File: src/tfks_pkg.sv
`timescale 1ns / 1ps
`default_nettype none
// ----------------------------------------------------------------------------
// tfks_pkg
// Shared types, constants and GF/q-permutation helpers for the key schedule.
// ----------------------------------------------------------------------------
package tfks_pkg;

  localparam int unsigned RoundKeyWords = 40;
  localparam int unsigned SboxWords     = 4;
  localparam logic [8:0]  GfMdsPoly     = 9'h169;
  localparam logic [8:0]  GfRsPoly      = 9'h14d;
  localparam logic [31:0] ByteSpread    = 32'h0101_0101;

  typedef logic [3:0] nib_t;
  typedef nib_t nib_tab_t [16];

  localparam nib_tab_t NibRot = '{4'd0, 4'd8, 4'd1, 4'd9, 4'd2, 4'd10, 4'd3, 4'd11,
                                  4'd4, 4'd12, 4'd5, 4'd13, 4'd6, 4'd14, 4'd7, 4'd15};
  localparam nib_tab_t NibAsh = '{4'd0, 4'd9, 4'd2, 4'd11, 4'd4, 4'd13, 4'd6, 4'd15,
                                  4'd8, 4'd1, 4'd10, 4'd3, 4'd12, 4'd5, 4'd14, 4'd7};
  localparam nib_tab_t PermA0 = '{8, 1, 7, 13, 6, 15, 3, 2, 0, 11, 5, 9, 14, 12, 10, 4};
  localparam nib_tab_t PermA1 = '{2, 8, 11, 13, 15, 7, 6, 14, 3, 1, 9, 4, 0, 10, 12, 5};
  localparam nib_tab_t PermB0 = '{14, 12, 11, 8, 1, 2, 3, 5, 15, 4, 10, 6, 7, 0, 9, 13};
  localparam nib_tab_t PermB1 = '{1, 14, 2, 11, 4, 12, 3, 7, 6, 13, 10, 5, 15, 9, 0, 8};
  localparam nib_tab_t PermC0 = '{11, 10, 5, 14, 6, 13, 9, 0, 12, 8, 15, 3, 2, 4, 7, 1};
  localparam nib_tab_t PermC1 = '{4, 12, 7, 5, 1, 6, 9, 10, 0, 14, 13, 8, 2, 11, 3, 15};
  localparam nib_tab_t PermD0 = '{13, 7, 15, 4, 1, 2, 6, 14, 9, 11, 3, 0, 8, 5, 12, 10};
  localparam nib_tab_t PermD1 = '{11, 9, 5, 1, 12, 3, 13, 14, 6, 4, 7, 15, 2, 0, 8, 10};

  typedef enum logic [2:0] {
    ST_LOAD,
    ST_RS,
    ST_HASH,
    ST_EMIT_RK,
    ST_EMIT_SB
  } state_e;

  // controller -> datapath
  typedef struct packed {
    logic       store_word;
    logic       rs_start;
    logic       rs_step;
    logic       h_start;
    logic       h_step;
    logic [4:0] pair_idx;   // i/2 of round key pair
    logic       out_load_rk;
    logic       out_load_sb;
    logic [5:0] out_idx;
  } dp_cmd_t;

  // datapath -> controller
  typedef struct packed {
    logic rs_done;
    logic h_done;
  } dp_sts_t;

  function automatic logic [7:0] qperm(input logic sel, input logic [7:0] x);
    nib_t a0, b0, a1, b1, a2, b2, a3, b3, a4, b4;
    a0 = x[7:4];
    b0 = x[3:0];
    a1 = a0 ^ b0;
    b1 = NibRot[b0] ^ NibAsh[a0];
    a2 = sel ? PermA1[a1] : PermA0[a1];
    b2 = sel ? PermB1[b1] : PermB0[b1];
    a3 = a2 ^ b2;
    b3 = NibRot[b2] ^ NibAsh[a2];
    a4 = sel ? PermC1[a3] : PermC0[a3];
    b4 = sel ? PermD1[b3] : PermD0[b3];
    return {b4, a4};
  endfunction

  function automatic logic [7:0] mul_5b(input logic [7:0] x);
    logic [7:0] lo;
    unique case (x[1:0])
      2'd0: lo = 8'h00;
      2'd1: lo = {1'b0, GfMdsPoly[8:2]};
      2'd2: lo = GfMdsPoly[8:1];
      default: lo = GfMdsPoly[8:1] ^ {1'b0, GfMdsPoly[8:2]};
    endcase
    return x ^ (x >> 2) ^ lo;
  endfunction

  function automatic logic [7:0] mul_ef(input logic [7:0] x);
    logic [7:0] lo;
    unique case (x[1:0])
      2'd0: lo = 8'h00;
      2'd1: lo = GfMdsPoly[8:1] ^ {1'b0, GfMdsPoly[8:2]};
      2'd2: lo = GfMdsPoly[8:1];
      default: lo = {1'b0, GfMdsPoly[8:2]};
    endcase
    return x ^ (x >> 1) ^ (x >> 2) ^ lo;
  endfunction

  function automatic logic [31:0] rotl(input logic [31:0] v, input int unsigned s);
    return (v << s) | (v >> (32 - s));
  endfunction

endpackage
`default_nettype wire

File: src/tfks_if.sv
`timescale 1ns / 1ps
`default_nettype none
// ----------------------------------------------------------------------------
// tfks_if
// Valid/ready channel interfaces for key words, subkeys and configuration.
// ----------------------------------------------------------------------------
interface tfks_key_if;
  logic        valid;
  logic        ready;
  logic [31:0] key_word;
  modport source (output valid, output key_word, input ready);
  modport sink   (input valid, input key_word, output ready);
endinterface

interface tfks_subkey_if;
  logic        valid;
  logic        ready;
  logic [31:0] subkey_word;
  logic [5:0]  subkey_index;
  logic        last_word;
  modport source (output valid, output subkey_word, output subkey_index,
                  output last_word, input ready);
  modport sink   (input valid, input subkey_word, input subkey_index,
                  input last_word, output ready);
endinterface

interface tfks_cfg_if;
  logic       valid;
  logic       ready;
  logic [2:0] key_halves;
  modport source (output valid, output key_halves, input ready);
  modport sink   (input valid, input key_halves, output ready);
endinterface
`default_nettype wire

File: src/tfks_datapath.sv
`timescale 1ns / 1ps
`default_nettype none
// ----------------------------------------------------------------------------
// tfks_datapath
// Key store, bytewise RS remainder unit, stage-serial h unit, output register.
// ----------------------------------------------------------------------------
module tfks_datapath (
  input  wire logic              clk_i,
  input  wire logic              rst_ni,
  input  wire logic [2:0]        halves_i,
  input  wire logic [2:0]        wr_idx_i,
  input  wire logic [31:0]       key_word_i,
  input  wire tfks_pkg::dp_cmd_t cmd_i,
  output      tfks_pkg::dp_sts_t sts_o,
  output      logic [31:0]       out_word_o
);
  import tfks_pkg::*;

  logic [31:0] key_q [8];
  logic [31:0] sbox_q [4];

  always_ff @(posedge clk_i) begin
    if (cmd_i.store_word) key_q[wr_idx_i] <= key_word_i;
  end

  // RS remainder: one key pair per pass, one byte per cycle
  logic [1:0]  rs_pair_q, rs_pair_d;
  logic [2:0]  rs_cnt_q, rs_cnt_d;
  logic [31:0] rs_lo_q, rs_hi_q, rs_lo_d, rs_hi_d;
  logic        rs_done;
  logic [7:0]  rs_t;
  logic [8:0]  rs_u, rs_u2;
  logic [31:0] rs_hi_sh;
  logic [1:0]  rs_slot;
  logic [2:0]  rs_pair_base;
  logic [31:0] rs_hi_d_final;

  always_comb begin
    rs_pair_base = {rs_pair_q, 1'b0};
    rs_t     = rs_hi_q[31:24];
    rs_hi_sh = {rs_hi_q[23:0], rs_lo_q[31:24]};
    rs_u     = {rs_t, 1'b0};
    if (rs_t[7]) rs_u = rs_u ^ GfRsPoly;
    rs_hi_sh = rs_hi_sh ^ {24'h0, rs_t} ^ {8'h0, rs_u[7:0], 16'h0};
    rs_u2    = rs_u ^ {1'b0, rs_t >> 1};
    if (rs_t[0]) rs_u2 = rs_u2 ^ {1'b0, GfRsPoly[8:1]};
    rs_hi_d  = rs_hi_sh ^ {rs_u2[7:0], 24'h0} ^ {16'h0, rs_u2[7:0], 8'h0};
    rs_lo_d  = {rs_lo_q[23:0], 8'h0};
    rs_cnt_d = rs_cnt_q + 3'd1;
    rs_pair_d = rs_pair_q;
    rs_slot  = 2'(halves_i - 3'd1 - {1'b0, rs_pair_q});
    rs_done  = 1'b0;
    if (cmd_i.rs_start) begin
      rs_pair_d = '0;
      rs_cnt_d  = '0;
      rs_lo_d   = key_q[0];
      rs_hi_d   = key_q[1];
    end else if (cmd_i.rs_step && rs_cnt_q == 3'd7) begin
      rs_pair_d = rs_pair_q + 2'd1;
      rs_done   = ({1'b0, rs_pair_q} == halves_i - 3'd1);
      rs_lo_d   = key_q[3'(rs_pair_base + 3'd2)];
      rs_hi_d   = key_q[3'(rs_pair_base + 3'd3)];
    end
  end

  always_comb begin
    // value after the eighth byte step (before reload of next pair)
    rs_hi_d_final = rs_hi_sh ^ {rs_u2[7:0], 24'h0} ^ {16'h0, rs_u2[7:0], 8'h0};
  end

  always_ff @(posedge clk_i or negedge rst_ni) begin
    if (!rst_ni) begin
      rs_pair_q <= '0;
      rs_cnt_q  <= '0;
      for (int i = 0; i < 4; i++) sbox_q[i] <= '0;
    end else begin
      if (cmd_i.rs_start || cmd_i.rs_step) begin
        rs_pair_q <= rs_pair_d;
        rs_cnt_q  <= rs_cnt_d;
      end
      if (cmd_i.rs_step && rs_cnt_q == 3'd7) sbox_q[rs_slot] <= rs_hi_d_final;
    end
  end

  always_ff @(posedge clk_i) begin
    if (cmd_i.rs_start || cmd_i.rs_step) begin
      rs_lo_q <= rs_lo_d;
      rs_hi_q <= rs_hi_d;
    end
  end

  // h unit: one q layer per cycle, even and odd words in parallel.
  // Step 0..3 are the key layers l[3],l[2],l[1],l[0]; step 4 is MDS and PHT.
  logic [2:0]  h_step_q;
  logic [31:0] ha_q, hb_q;
  logic [31:0] ha_d, hb_d;
  logic [31:0] ka, kb;
  logic [3:0]  qsel;
  logic        h_done;
  logic [31:0] mds_a, mds_b, pht_a, pht_b, res1_q;
  logic [2:0]  h_first;

  function automatic logic [31:0] qlayer(input logic [31:0] x, input logic [3:0] s,
                                         input logic [31:0] k);
    return {qperm(s[3], x[31:24]), qperm(s[2], x[23:16]),
            qperm(s[1], x[15:8]), qperm(s[0], x[7:0])} ^ k;
  endfunction

  function automatic logic [31:0] mds(input logic [31:0] x);
    logic [7:0] f0, f1, f2, f3;
    f0 = qperm(1'b1, x[7:0]);
    f1 = qperm(1'b0, x[15:8]);
    f2 = qperm(1'b1, x[23:16]);
    f3 = qperm(1'b0, x[31:24]);
    return {mul_ef(f0), mul_ef(f0), mul_5b(f0), f0}
         ^ {f1, mul_5b(f1), mul_ef(f1), mul_ef(f1)}
         ^ {mul_ef(f2), f2, mul_ef(f2), mul_5b(f2)}
         ^ {mul_5b(f3), mul_ef(f3), f3, mul_5b(f3)};
  endfunction

  always_comb begin
    h_first = (halves_i == 3'd4) ? 3'd0 : (halves_i == 3'd3) ? 3'd1 : 3'd2;
    unique case (h_step_q[1:0])
      2'd0: begin qsel = 4'b1001; ka = key_q[6]; kb = key_q[7]; end
      2'd1: begin qsel = 4'b0011; ka = key_q[4]; kb = key_q[5]; end
      2'd2: begin qsel = 4'b1010; ka = key_q[2]; kb = key_q[3]; end
      default: begin qsel = 4'b1100; ka = key_q[0]; kb = key_q[1]; end
    endcase
  end

  // layer 3 applies outer q of pair (q0,q0,q1,q1) on top of inner-layer result
  function automatic logic [31:0] step_fn(input logic [2:0] st, input logic [31:0] x,
                                          input logic [3:0] s, input logic [31:0] k);
    logic [31:0] y;
    y = x;
    if (st == 3'd3)
      y = {qperm(1'b1, x[31:24]), qperm(1'b1, x[23:16]),
           qperm(1'b0, x[15:8]), qperm(1'b0, x[7:0])} ^ k;
    else
      y = qlayer(x, s, k);
    return y;
  endfunction

  always_comb begin
    logic [31:0] a0;
    a0 = ByteSpread * {26'h0, cmd_i.pair_idx, 1'b0};
    ha_d = ha_q;
    hb_d = hb_q;
    if (cmd_i.h_start) begin
      ha_d = a0;
      hb_d = a0 + ByteSpread;
    end else if (cmd_i.h_step && h_step_q != 3'd4) begin
      // step 2 is inner q of the l[1] layer: x -> q(x)^l1, step 3 -> q(y)^l0
      ha_d = step_fn(h_step_q, ha_q, qsel, ka);
      hb_d = step_fn(h_step_q, hb_q, qsel, kb);
    end
  end

  always_comb begin
    mds_a = mds(ha_q);
    mds_b = rotl(mds(hb_q), 8);
    pht_a = mds_a + mds_b;
    pht_b = rotl(mds_a + {mds_b[30:0], 1'b0}, 9);
    h_done = cmd_i.h_step && h_step_q == 3'd4;
  end

  always_ff @(posedge clk_i or negedge rst_ni) begin
    if (!rst_ni) begin
      h_step_q <= '0;
    end else if (cmd_i.h_start) begin
      h_step_q <= h_first;
    end else if (cmd_i.h_step && h_step_q != 3'd4) begin
      h_step_q <= h_step_q + 3'd1;
    end
  end

  always_ff @(posedge clk_i) begin
    ha_q <= ha_d;
    hb_q <= hb_d;
    if (h_done) begin
      res1_q <= pht_b;
    end
  end

  // output word register; the even word loads straight from the h unit on done
  always_ff @(posedge clk_i) begin
    if (cmd_i.out_load_rk) out_word_o <= cmd_i.out_idx[0] ? res1_q : pht_a;
    else if (cmd_i.out_load_sb) out_word_o <= sbox_q[cmd_i.out_idx[1:0]];
  end

  assign sts_o.rs_done = rs_done;
  assign sts_o.h_done  = h_done;

endmodule
`default_nettype wire

File: src/tfks_ctrl.sv
`timescale 1ns / 1ps
`default_nettype none
// ----------------------------------------------------------------------------
// tfks_ctrl
// Sequencer: word collection, RS passes, 20 h passes and result handshake.
// ----------------------------------------------------------------------------
module tfks_ctrl #(
  parameter int unsigned ROUND_KEY_WORDS = tfks_pkg::RoundKeyWords
) (
  input  wire logic              clk_i,
  input  wire logic              rst_ni,
  input  wire logic              cfg_we_i,
  input  wire logic [2:0]        halves_i,
  input  wire logic              in_valid_i,
  output      logic              in_ready_o,
  output      logic [2:0]        wr_idx_o,
  output      logic              out_valid_o,
  input  wire logic              out_ready_i,
  output      logic [5:0]        out_idx_o,
  output      logic              out_last_o,
  output      tfks_pkg::dp_cmd_t cmd_o,
  input  wire tfks_pkg::dp_sts_t sts_i
);
  import tfks_pkg::*;

  localparam logic [5:0]  LastIdx = 6'(ROUND_KEY_WORDS + SboxWords - 1);

  state_e     state_q, state_d;
  logic [3:0] cnt_q, cnt_d;
  logic [4:0] pair_q, pair_d;
  logic [5:0] idx_q, idx_d;
  logic       ov_q, ov_d;
  logic       h_go_q, h_go_d;
  logic       accept, take, last_in;

  assign accept  = in_valid_i && in_ready_o;
  assign take    = ov_q && out_ready_i;
  assign last_in = accept && (cnt_q == {halves_i, 1'b0} - 4'd1);

  always_comb begin
    state_d = state_q;
    unique case (state_q)
      ST_LOAD:    if (last_in) state_d = ST_RS;
      ST_RS:      if (sts_i.rs_done) state_d = ST_HASH;
      ST_HASH:    if (sts_i.h_done) state_d = ST_EMIT_RK;
      ST_EMIT_RK: begin
        if (take && idx_q[0]) begin
          state_d = (idx_q == 6'(ROUND_KEY_WORDS - 1)) ? ST_EMIT_SB : ST_HASH;
        end
      end
      ST_EMIT_SB: if (take && idx_q == LastIdx) state_d = ST_LOAD;
      default:    state_d = ST_LOAD;
    endcase
  end

  always_comb begin
    cnt_d = cnt_q;
    pair_d = pair_q;
    idx_d = idx_q;
    ov_d = ov_q;
    h_go_d = 1'b0;
    cmd_o = '0;
    cmd_o.pair_idx = pair_q;
    cmd_o.out_idx  = idx_q;
    in_ready_o = (state_q == ST_LOAD);
    cmd_o.store_word = accept;
    if (accept) cnt_d = last_in ? 4'd0 : cnt_q + 4'd1;
    if (cfg_we_i) cnt_d = '0;
    cmd_o.rs_start = last_in;
    cmd_o.rs_step  = (state_q == ST_RS);
    if (state_q == ST_RS && sts_i.rs_done) begin
      pair_d = '0;
      idx_d  = '0;
      h_go_d = 1'b1;
    end
    cmd_o.h_start = h_go_q;
    cmd_o.h_step  = (state_q == ST_HASH) && !h_go_q;
    if (take) begin
      ov_d  = 1'b0;
      idx_d = idx_q + 6'd1;
    end
    unique case (state_q)
      ST_HASH: begin
        if (sts_i.h_done) begin
          ov_d = 1'b1;
          cmd_o.out_load_rk = 1'b1;
        end
      end
      ST_EMIT_RK: begin
        if (take && !idx_q[0]) begin
          ov_d = 1'b1;
          cmd_o.out_load_rk = 1'b1;
          cmd_o.out_idx = idx_q + 6'd1;
        end else if (take && idx_q == 6'(ROUND_KEY_WORDS - 1)) begin
          ov_d = 1'b1;
          cmd_o.out_load_sb = 1'b1;
          cmd_o.out_idx = '0;
        end else if (take) begin
          pair_d = pair_q + 5'd1;
          h_go_d = 1'b1;
        end
      end
      ST_EMIT_SB: begin
        if (take && idx_q != LastIdx) begin
          ov_d = 1'b1;
          cmd_o.out_load_sb = 1'b1;
          cmd_o.out_idx = 6'(idx_q + 6'd1 - 6'(ROUND_KEY_WORDS));
        end
      end
      default: ;
    endcase
  end

  always_ff @(posedge clk_i or negedge rst_ni) begin
    if (!rst_ni) begin
      state_q <= ST_LOAD;
      cnt_q   <= '0;
      pair_q  <= '0;
      idx_q   <= '0;
      ov_q    <= 1'b0;
      h_go_q  <= 1'b0;
    end else begin
      state_q <= state_d;
      cnt_q   <= cnt_d;
      pair_q  <= pair_d;
      idx_q   <= idx_d;
      ov_q    <= ov_d;
      h_go_q  <= h_go_d;
    end
  end

  assign wr_idx_o    = cnt_q[2:0];
  assign out_valid_o = ov_q;
  assign out_idx_o   = idx_q;
  assign out_last_o  = (idx_q == LastIdx);

`ifndef SYNTHESIS
  a_no_in_while_busy: assert property (@(posedge clk_i) disable iff (!rst_ni)
    ov_q |-> !in_ready_o) else $error("input ready while result pending");
  a_hold_out: assert property (@(posedge clk_i) disable iff (!rst_ni)
    ov_q && !out_ready_i |=> ov_q && $stable(idx_q)) else $error("result dropped");
  a_idx_range: assert property (@(posedge clk_i) disable iff (!rst_ni)
    ov_q |-> idx_q <= LastIdx) else $error("index out of range");
`endif

endmodule
`default_nettype wire

File: src/twofish_key_schedule_core.sv
`timescale 1ns / 1ps
`default_nettype none
// ----------------------------------------------------------------------------
// twofish_key_schedule_core
// Twofish key expansion: collects 4/6/8 key words, emits 40 subkeys + 4 S-keys.
// ----------------------------------------------------------------------------
// Sequence: after the last key word, the RS remainder is computed for each key
// pair, then each subkey pair passes through the shared h unit (one q layer per
// cycle) and its two words are emitted in turn, even word first.
// Throughput: one key word per cycle while loading; one result at a time.
// Reset: async active low; key_halves = 4, S-box key words zero, count zero.
module twofish_key_schedule_core #(
  parameter int unsigned ROUND_KEY_WORDS = tfks_pkg::RoundKeyWords
) (
  input  wire logic  clk_i,
  input  wire logic  rst_ni,
  tfks_cfg_if.sink   cfg,
  tfks_key_if.sink   key_in,
  tfks_subkey_if.source subkey_out
);
  import tfks_pkg::*;

  logic [2:0] halves_q, halves_eff;
  logic       cfg_we;
  logic [2:0] wr_idx;
  dp_cmd_t    cmd;
  dp_sts_t    sts;
  logic [31:0] out_word;

  assign cfg.ready = 1'b1;
  assign cfg_we    = cfg.valid;

  always_ff @(posedge clk_i or negedge rst_ni) begin
    if (!rst_ni) halves_q <= 3'd4;
    else if (cfg_we) halves_q <= cfg.key_halves;
  end

  assign halves_eff = (halves_q < 3'd2) ? 3'd2 : (halves_q > 3'd4) ? 3'd4 : halves_q;

  tfks_ctrl #(.ROUND_KEY_WORDS(ROUND_KEY_WORDS)) u_ctrl (
    .clk_i, .rst_ni,
    .cfg_we_i   (cfg_we),
    .halves_i   (halves_eff),
    .in_valid_i (key_in.valid),
    .in_ready_o (key_in.ready),
    .wr_idx_o   (wr_idx),
    .out_valid_o(subkey_out.valid),
    .out_ready_i(subkey_out.ready),
    .out_idx_o  (subkey_out.subkey_index),
    .out_last_o (subkey_out.last_word),
    .cmd_o      (cmd),
    .sts_i      (sts)
  );

  tfks_datapath u_dp (
    .clk_i, .rst_ni,
    .halves_i  (halves_eff),
    .wr_idx_i  (wr_idx),
    .key_word_i(key_in.key_word),
    .cmd_i     (cmd),
    .sts_o     (sts),
    .out_word_o(out_word)
  );

  assign subkey_out.subkey_word = out_word;

endmodule
`default_nettype wire
File: src/flat_wrapper.sv
// flat-port wrapper written by rule: the top's interface ports become plain ports
module twofish_key_schedule_core_flat import tfks_pkg::*;
#(
  parameter int unsigned ROUND_KEY_WORDS = tfks_pkg::RoundKeyWords
)
  (clk_i, rst_ni, cfg_valid, cfg_key_halves, cfg_ready, key_in_valid, key_in_key_word, key_in_ready, subkey_out_valid, subkey_out_subkey_word, subkey_out_subkey_index, subkey_out_last_word, subkey_out_ready);
  tfks_cfg_if cfg_i ();
  tfks_key_if key_in_i ();
  tfks_subkey_if subkey_out_i ();
  input  wire logic clk_i;
  input  wire logic rst_ni;
  input wire logic [$bits(cfg_i.valid)-1:0] cfg_valid;
  input wire logic [$bits(cfg_i.key_halves)-1:0] cfg_key_halves;
  output wire logic [$bits(cfg_i.ready)-1:0] cfg_ready;
  input wire logic [$bits(key_in_i.valid)-1:0] key_in_valid;
  input wire logic [$bits(key_in_i.key_word)-1:0] key_in_key_word;
  output wire logic [$bits(key_in_i.ready)-1:0] key_in_ready;
  output wire logic [$bits(subkey_out_i.valid)-1:0] subkey_out_valid;
  output wire logic [$bits(subkey_out_i.subkey_word)-1:0] subkey_out_subkey_word;
  output wire logic [$bits(subkey_out_i.subkey_index)-1:0] subkey_out_subkey_index;
  output wire logic [$bits(subkey_out_i.last_word)-1:0] subkey_out_last_word;
  input wire logic [$bits(subkey_out_i.ready)-1:0] subkey_out_ready;
  assign cfg_i.valid = cfg_valid;
  assign cfg_i.key_halves = cfg_key_halves;
  assign cfg_ready = cfg_i.ready;
  assign key_in_i.valid = key_in_valid;
  assign key_in_i.key_word = key_in_key_word;
  assign key_in_ready = key_in_i.ready;
  assign subkey_out_valid = subkey_out_i.valid;
  assign subkey_out_subkey_word = subkey_out_i.subkey_word;
  assign subkey_out_subkey_index = subkey_out_i.subkey_index;
  assign subkey_out_last_word = subkey_out_i.last_word;
  assign subkey_out_i.ready = subkey_out_ready;
  twofish_key_schedule_core #(.ROUND_KEY_WORDS(ROUND_KEY_WORDS)) u_core (.clk_i(clk_i), .rst_ni(rst_ni), .cfg(cfg_i), .key_in(key_in_i), .subkey_out(subkey_out_i));
endmodule
File: config.mk
export PLATFORM = sky130hd
export DESIGN_NAME = twofish_key_schedule_core_flat
export DESIGN_NICKNAME = d
export VERILOG_FILES = /design/src/tfks_pkg.sv /design/src/tfks_if.sv /design/src/tfks_datapath.sv /design/src/tfks_ctrl.sv /design/src/twofish_key_schedule_core.sv /design/src/flat_wrapper.sv
export SDC_FILE = /design/constraint.sdc
export NUM_CORES = 2
export LEC_CHECK = 0
export BUFFER_PORTS_ARGS = -buffer_cell sky130_fd_sc_hd__buf_2
export CAP_MARGIN = 15
export CORE_ASPECT_RATIO = 1.4
export CORE_MARGIN = 10
export CORE_UTILIZATION = 25
export CTS_CLUSTER_SIZE = 12
export DETAILED_ROUTE_END_ITERATION = 10
export MAX_ROUTING_LAYER = met4
export SLEW_MARGIN = 30
export SYNTH_ARGS = -nofsm -noshare
export SYNTH_HDL_FRONTEND = slang
export SYNTH_HIERARCHICAL = 1
export SYNTH_SLANG_ARGS = --single-unit
File: constraint.sdc
create_clock -name clk_i -period 15.3 [get_ports clk_i]
set_clock_uncertainty 0.1 [all_clocks]
set_input_delay 3.06 -clock clk_i [delete_from_list [all_inputs] [get_ports clk_i]]
set_output_delay 3.06 -clock clk_i [all_outputs]
set_load 0.05 [all_outputs]
-- Word-level counts from Yosys, hierarchy flattened
Memories as Yosys holds them, arrays and structs flattened.
Index checks and enable logic that the tools add are counted.
- bits in registers: 351
- memory bits (writable): 256
- ROM bits: 9216
- bits of input ports: 40
- output and inout port bits: 42
- word-level logic and storage cells: 1009
- memories kept: 145
- memory list (name ; depth ; bits a word ; rd ports ; clocked after memory_dff ; wr ports ; line ; text):
    u_core.u_dp.key_q ; 8 ; 32 ; 10 ; 0 ; 1 ; tfks_datapath.sv:19 ; logic [31:0] key_q [8];
    (name not given) ; 16 ; 4 ; 1 ; 0 ; 0 ; tfks_pkg.sv:65 ; b2 = sel ? PermB1[b1] : PermB0[b1];
    (name not given) ; 16 ; 4 ; 1 ; 0 ; 0 ; tfks_pkg.sv:69 ; b4 = sel ? PermD1[b3] : PermD0[b3];
    (name not given) ; 16 ; 4 ; 1 ; 0 ; 0 ; tfks_pkg.sv:69 ;
    (name not given) ; 16 ; 4 ; 1 ; 0 ; 0 ; tfks_pkg.sv:68 ; a4 = sel ? PermC1[a3] : PermC0[a3];
    (name not given) ; 16 ; 4 ; 1 ; 0 ; 0 ; tfks_pkg.sv:68 ;
    +139 memories ; n/a ; n/a ; n/a ; n/a ; n/a ; n/a ;
- $add $sub $neg: 15
- multipliers: 1
- $lt $le $gt $ge: 117
- eq/ne operators: 38
- muxes and demuxes: 409
- bitwise logic cells: 229
- reductions and logical operators: 34
- operators with widths (cell ; number):
    4-bit 2-to-1 mux ; 323
    5-bit greater-or-equal comparator, second input constant ; 112
    4-bit NOT with 5-bit output ; 112
    32-bit 2-to-1 mux ; 14
    8-bit one-hot mux with 3 select lines ; 16
    32-bit bitwise XOR ; 11
    4-bit bitwise XOR ; 56
    32-bit one-hot mux with 3 select lines ; 2
    128-bit bitwise mux ; 1
    8-bit by 6-bit bitwise XOR with 8-bit output ; 16
    8-bit bitwise XOR ; 16
    8-bit by 7-bit bitwise XOR with 8-bit output ; 9
    32-bit adder ; 2
    32-bit binary-select mux with 2-bit select ; 1
    32-bit demux with 2-bit select ; 1
    31-bit 2-to-1 mux ; 2
    3-bit 2-to-1 mux ; 11
    31-bit by 25-bit adder with 32-bit output, second input constant ; 1
    32-bit by 8-bit OR with 32-bit output ; 1
    32-bit by 9-bit OR with 32-bit output ; 1
    32-bit by 16-bit bitwise XOR with 32-bit output ; 1
    32-bit by 24-bit bitwise XOR with 32-bit output ; 1
    32-bit by 8-bit bitwise XOR with 32-bit output ; 1
    25-bit by 5-bit multiplier with 30-bit output, first input constant ; 1
    other kinds (47) ; 131

-- Depth between registers and ports, before layout
- word-level depth: 28
- gate-level depth with buffers: 34
- gate-level depth less buffers: 32

-- By module
Netlist, hierarchy kept.
- by module, submodules not included (module ; times used ; cells each ; area an instance (µm²) ; seq. area each (µm²)):
    tfks_datapath ; 1 ; 5083 ; 49670.1 ; 16836.1
    tfks_ctrl ; 1 ; 174 ; 1508.9 ; 500.5
    twofish_key_schedule_core ; 1 ; 11 ; 137.6 ; 76.3

-- Worst setup path after synthesis
Ideal clock, no wire load.
- path type: flip-flop to flip-flop
- start point: register u_core.u_dp.ha_q[20]
- end point: register u_core.u_dp.out_word_o[24] (data pin)
- library setup time: 0.272 ns
- arrival time: 7.046 ns
- data required time: 14.928 ns
- path slack: 7.882 ns
- stages on the path, launching flop included: 28
- buffers on the path: 1
- clock period less this slack: 7.418 ns
- path through: edfxtp_1 -> buf_2 -> xnor2_1 -> ha_1 -> mux4_2 -> xnor2_1 -> nor2_1 -> a221oi_2 -> inv_1 -> ha_1 -> nor2_1 -> xnor3_1 -> xnor2_1 -> xnor2_1 -> inv_1 -> xnor2_1 -> ha_1 -> o21bai_1 -> maj3_1 -> o211ai_1 -> a2111o_1 -> nand4_1 -> nand3_1 -> a311oi_1 -> nor2_1 -> o21ba_2 -> xnor2_1 -> mux4_2
- cells in the longest elaborated chain, start to end: 26
- elaborated cells on any way between the ends: 47
- those cells by class: add/sub (1); eq/ne (2); mux (18); bitwise (18); reduce/logical (1); memory (7)
- RTL lines (item ; line ; text):
    from (decl) ; tfks_datapath.sv:95 ; logic [31:0] ha_q, hb_q;
    from (signal assigned) ; tfks_datapath.sv:178 ; ha_q <= ha_d;
    4-bit NOT with 5-bit output (not written as such) ; tfks_pkg.sv:63 ; b1 = NibRot[b0] ^ NibAsh[a0];
    memory read 16 x 4 bit ; n/a ;
    4-bit 2-to-1 mux (not written as such) (2 in series) ; tfks_pkg.sv:63 ;
    4-bit bitwise XOR ; n/a ;
    4-bit NOT with 5-bit output ; n/a ;
    memory read 16 x 4 bit ; n/a ;
    4-bit 2-to-1 mux (not written as such) (2 in series) ; tfks_pkg.sv:65 ;
    4-bit NOT with 5-bit output (not written as such) ; tfks_pkg.sv:67 ; b3 = NibRot[b2] ^ NibAsh[a2];
    [6 not listed] ; n/a ;
    4-bit 2-to-1 mux (2 in series) ; n/a ;
    8-bit by 7-bit bitwise XOR with 8-bit output ; tfks_pkg.sv:92 ; return x ^ (x >> 1) ^ (x >> 2) ^ lo;
    8-bit by 6-bit bitwise XOR with 8-bit output ; tfks_pkg.sv:92 ;
    8-bit bitwise XOR ; tfks_pkg.sv:92 ;
    32-bit bitwise XOR * ; tfks_datapath.sv:117 ; ^ {mul_ef(f2), f2, mul_ef(f2), mul_5b(f2)}
    32-bit bitwise XOR * ; tfks_datapath.sv:118 ; ^ {mul_5b(f3), mul_ef(f3), f3, mul_5b(f3)};
    32-bit adder * ; tfks_datapath.sv:162 ; pht_a = mds_a + mds_b;
    32-bit 2-to-1 mux * (2 in series) ; tfks_datapath.sv:187 ; if (cmd_i.out_load_rk) out_word_o <= cmd_i.out_idx[0] ? res1_q : pht_a;
    to (signal assigned) ; tfks_datapath.sv:187 ;
    to (signal assigned) ; tfks_datapath.sv:188 ; else if (cmd_i.out_load_sb) out_word_o <= sbox_q[cmd_i.out_idx[1:0]];
    to (decl) ; tfks_datapath.sv:15 ; output logic [31:0] out_word_o
Mark *: on every way between the ends. The rest lies on a longest branch, timed or not. The select of a mux whose other input is x is not followed.
A chain may end at the register's enable or synchronous reset.

-- Worst setup path in the final report
- start point: register u_core.u_dp.ha_q[18]
- end point: register u_core.u_dp.out_word_o[24] (data pin)
The elaborated chain is that of the path after synthesis.

==> flow_metrics.env <==
export IMPL_clk_latency_ns=0.69
export IMPL_die_h_um=555
export IMPL_numCtsBuffers=67
export IMPL_antenna_found_initial=20
export IMPL_clk_pin_slew_ns=0.07
export IMPL_wire_per_inst_um=20.1
export IMPL_cpMaxStageDelayCell="xor2_1"
export IMPL_final_hold_viol_count=0
export IMPL_routed_via_count=39891
export IMPL_critPathBufInv=4
export IMPL_max_freq_mhz=110
export IMPL_io_buffers=80
export IMPL_synthesis_nets=5619
export IMPL_cts_sinks=607
export IMPL_layout_commonest_cell="nand2_1"
export IMPL_coreArea_um2=204000
export IMPL_yosysWarnings=6
export IMPL_dp_hpwl_um=120000
export IMPL_area_delta_synth_final_pct=11.0
export IMPL_nets=5564
export IMPL_vdd_ir_drop_max_uv=67.7
export IMPL_critPathMaxStageDelay_ns=0.81
export IMPL_grt_pass1_wl_um=240000
export IMPL_period_needed_ns=9.09
export IMPL_cp_arrival_ns=9.35
export IMPL_path_class="flip-flop to flip-flop"
export IMPL_vias_per_cell=5.03
export IMPL_track_usage_pct=14.0
export IMPL_worst_pin_slew_ns=1.10
export IMPL_slew_headroom_pct=26.2
export IMPL_start_util_pct=25.1
export IMPL_synth_cells=5249
export IMPL_dieArea_um2=223000
export IMPL_cts_tree="done"
export IMPL_grt_overflow=0
export IMPL_hold_class="flip-flop to flip-flop"
export IMPL_leakagePower_nw=21.2
export IMPL_fp_dieW_um=402
export IMPL_drv_slew=0
export IMPL_critPathLaunchType="flip-flop"
export IMPL_grt_start_max_net_pins=106
export IMPL_path_max_fanout=14
export IMPL_layout_drive_gt1_share_pct=11.2
export IMPL_io_pins=82
export IMPL_pre_cts_ws_ns=6.42
export IMPL_worst_slack_ns=6.21
export IMPL_layout_common_cells="nand2_1, o21ai_0, xnor2_1"
export IMPL_post_cts_setup_buffers=0
export IMPL_drt_initial_drc_count=3451
export IMPL_power_density_nw_per_um2=65.0
export IMPL_placed_area_um2=54500
export IMPL_fp_row_count=196
export IMPL_clockRootBuffer="clkbuf_16"
export IMPL_htree_levels=3
export IMPL_routed_wl_um=160000
export IMPL_ant_nets=0
export IMPL_hold_buffers=0
export IMPL_first_pass_iters=6
export IMPL_cts_resized=0
export IMPL_required_ns=15.57
export IMPL_run_status="complete, no violations"
export IMPL_post_route_period_util_pct=59.4
export IMPL_cts_buffer_depth=3
export IMPL_grt_pass1_vias=38963
export IMPL_finalSetupTns_ns=0
export IMPL_worstSetupEndpointType="flip-flop"
export IMPL_fin_area_um2=56800
export IMPL_path_delay_family="XOR/XNOR gates"
export IMPL_crit_top_cell="xnor2_1"
export IMPL_final_setup_viol_count=0
export IMPL_fin_hold_ws_ns=0.375
export IMPL_route_detailed_drc=0
export IMPL_max_cap_violations=0
export IMPL_syn_avg_cell_area_um2=9.75
export IMPL_finalPower_w=0.00369
export IMPL_globalplace_congestion=0.930
export IMPL_rsz0062_at_grt="no"
export IMPL_syn_cell_area_um2=51200
[stage by stage]
stage	utilization, %	std cells
after floorplan	-	5249
after global routing	27.9	7925
after detailed placement	26.8	7798
final	27.9	7926
after CTS	27.8	7915
after global placement	26.7	7798
[worst paths after layout]
path | slack [ns] | start | to | cells after the start
setup / recovery | 6.21 | u_core/u_dp/ha_q[18] | u_core/u_dp/out_word_o[24] | 30
min in group asynchronous | 2.35 | rst_ni | u_core/u_ctrl/out_idx_o[5] | 1
hold / removal | 0.37 | u_core/u_dp/sbox_q[36] | u_core/u_dp/sbox_q[36] | 2
max in group asynchronous | 11.54 | rst_ni | u_core/u_dp/sbox_q[34] | 2
hold reg to reg | 0.37 | u_core/u_dp/sbox_q[36] | u_core/u_dp/sbox_q[36] | 2
setup reg to reg | 6.21 | u_core/u_dp/ha_q[18] | u_core/u_dp/out_word_o[24] | 30
[power by group]
part           switching, W  internal [W]  total [W]
clock network      0.000701      0.000922    0.00162
logic              0.000182     0.0000912   0.000274
registers         0.0000193       0.00178    0.00180
[worst reg2reg max path, delay by kind of cell (launching register included)]
family,cells,cell delay [ns]
simple gates,5,0.92
mux,3,1.03
flops,1,0.44
buf+inv,4,0.80
xor+xnor,7,2.43
compound gates,7,2.14
fa+ha+maj,4,0.91
[flip-flops by register name (all words and copies together) (netlist names), 6 cells and up]
| signal | cells |
|---|---|
| u_core/u_dp/rs_hi_q | 32 |
| u_core/u_dp/hb_q | 32 |
| u_core/u_ctrl/out_idx_o | 6 |
| u_core/u_dp/res1_q | 32 |
| u_core/u_dp/rs_lo_q | 32 |
| u_core/u_dp/sbox_q | 128 |
| u_core/u_dp/key_q | 256 |
| u_core/u_dp/out_word_o | 32 |
| u_core/u_dp/ha_q | 32 |
[metal layers]
| layer | GRT usage [%] | vias up | wire [um] |
|---|---|---|---|
| li1 | - | 18893 | - |
| met1 | 15.5 | 19546 | 62000 |
| met2 | 23.9 | 1170 | 78000 |
| met3 | 1.92 | 282 | 8480 |
| met4 | 8.41 | 0 | 11000 |
| met5 | - | - | 0 |
[cell type report]
class | instances | area, um2
fillers | 21194 | 147000
flip-flops and latches | 607 | 17400
multi-input cells | 4147 | 32100
clock buffers | 99 | 1900
clock inverters | 18 | 293
diodes | 11 | 27.5
repair buffers | 137 | 855
well taps | 2673 | 3340
inverters | 234 | 878
Power figures use the tool's default switching activity.
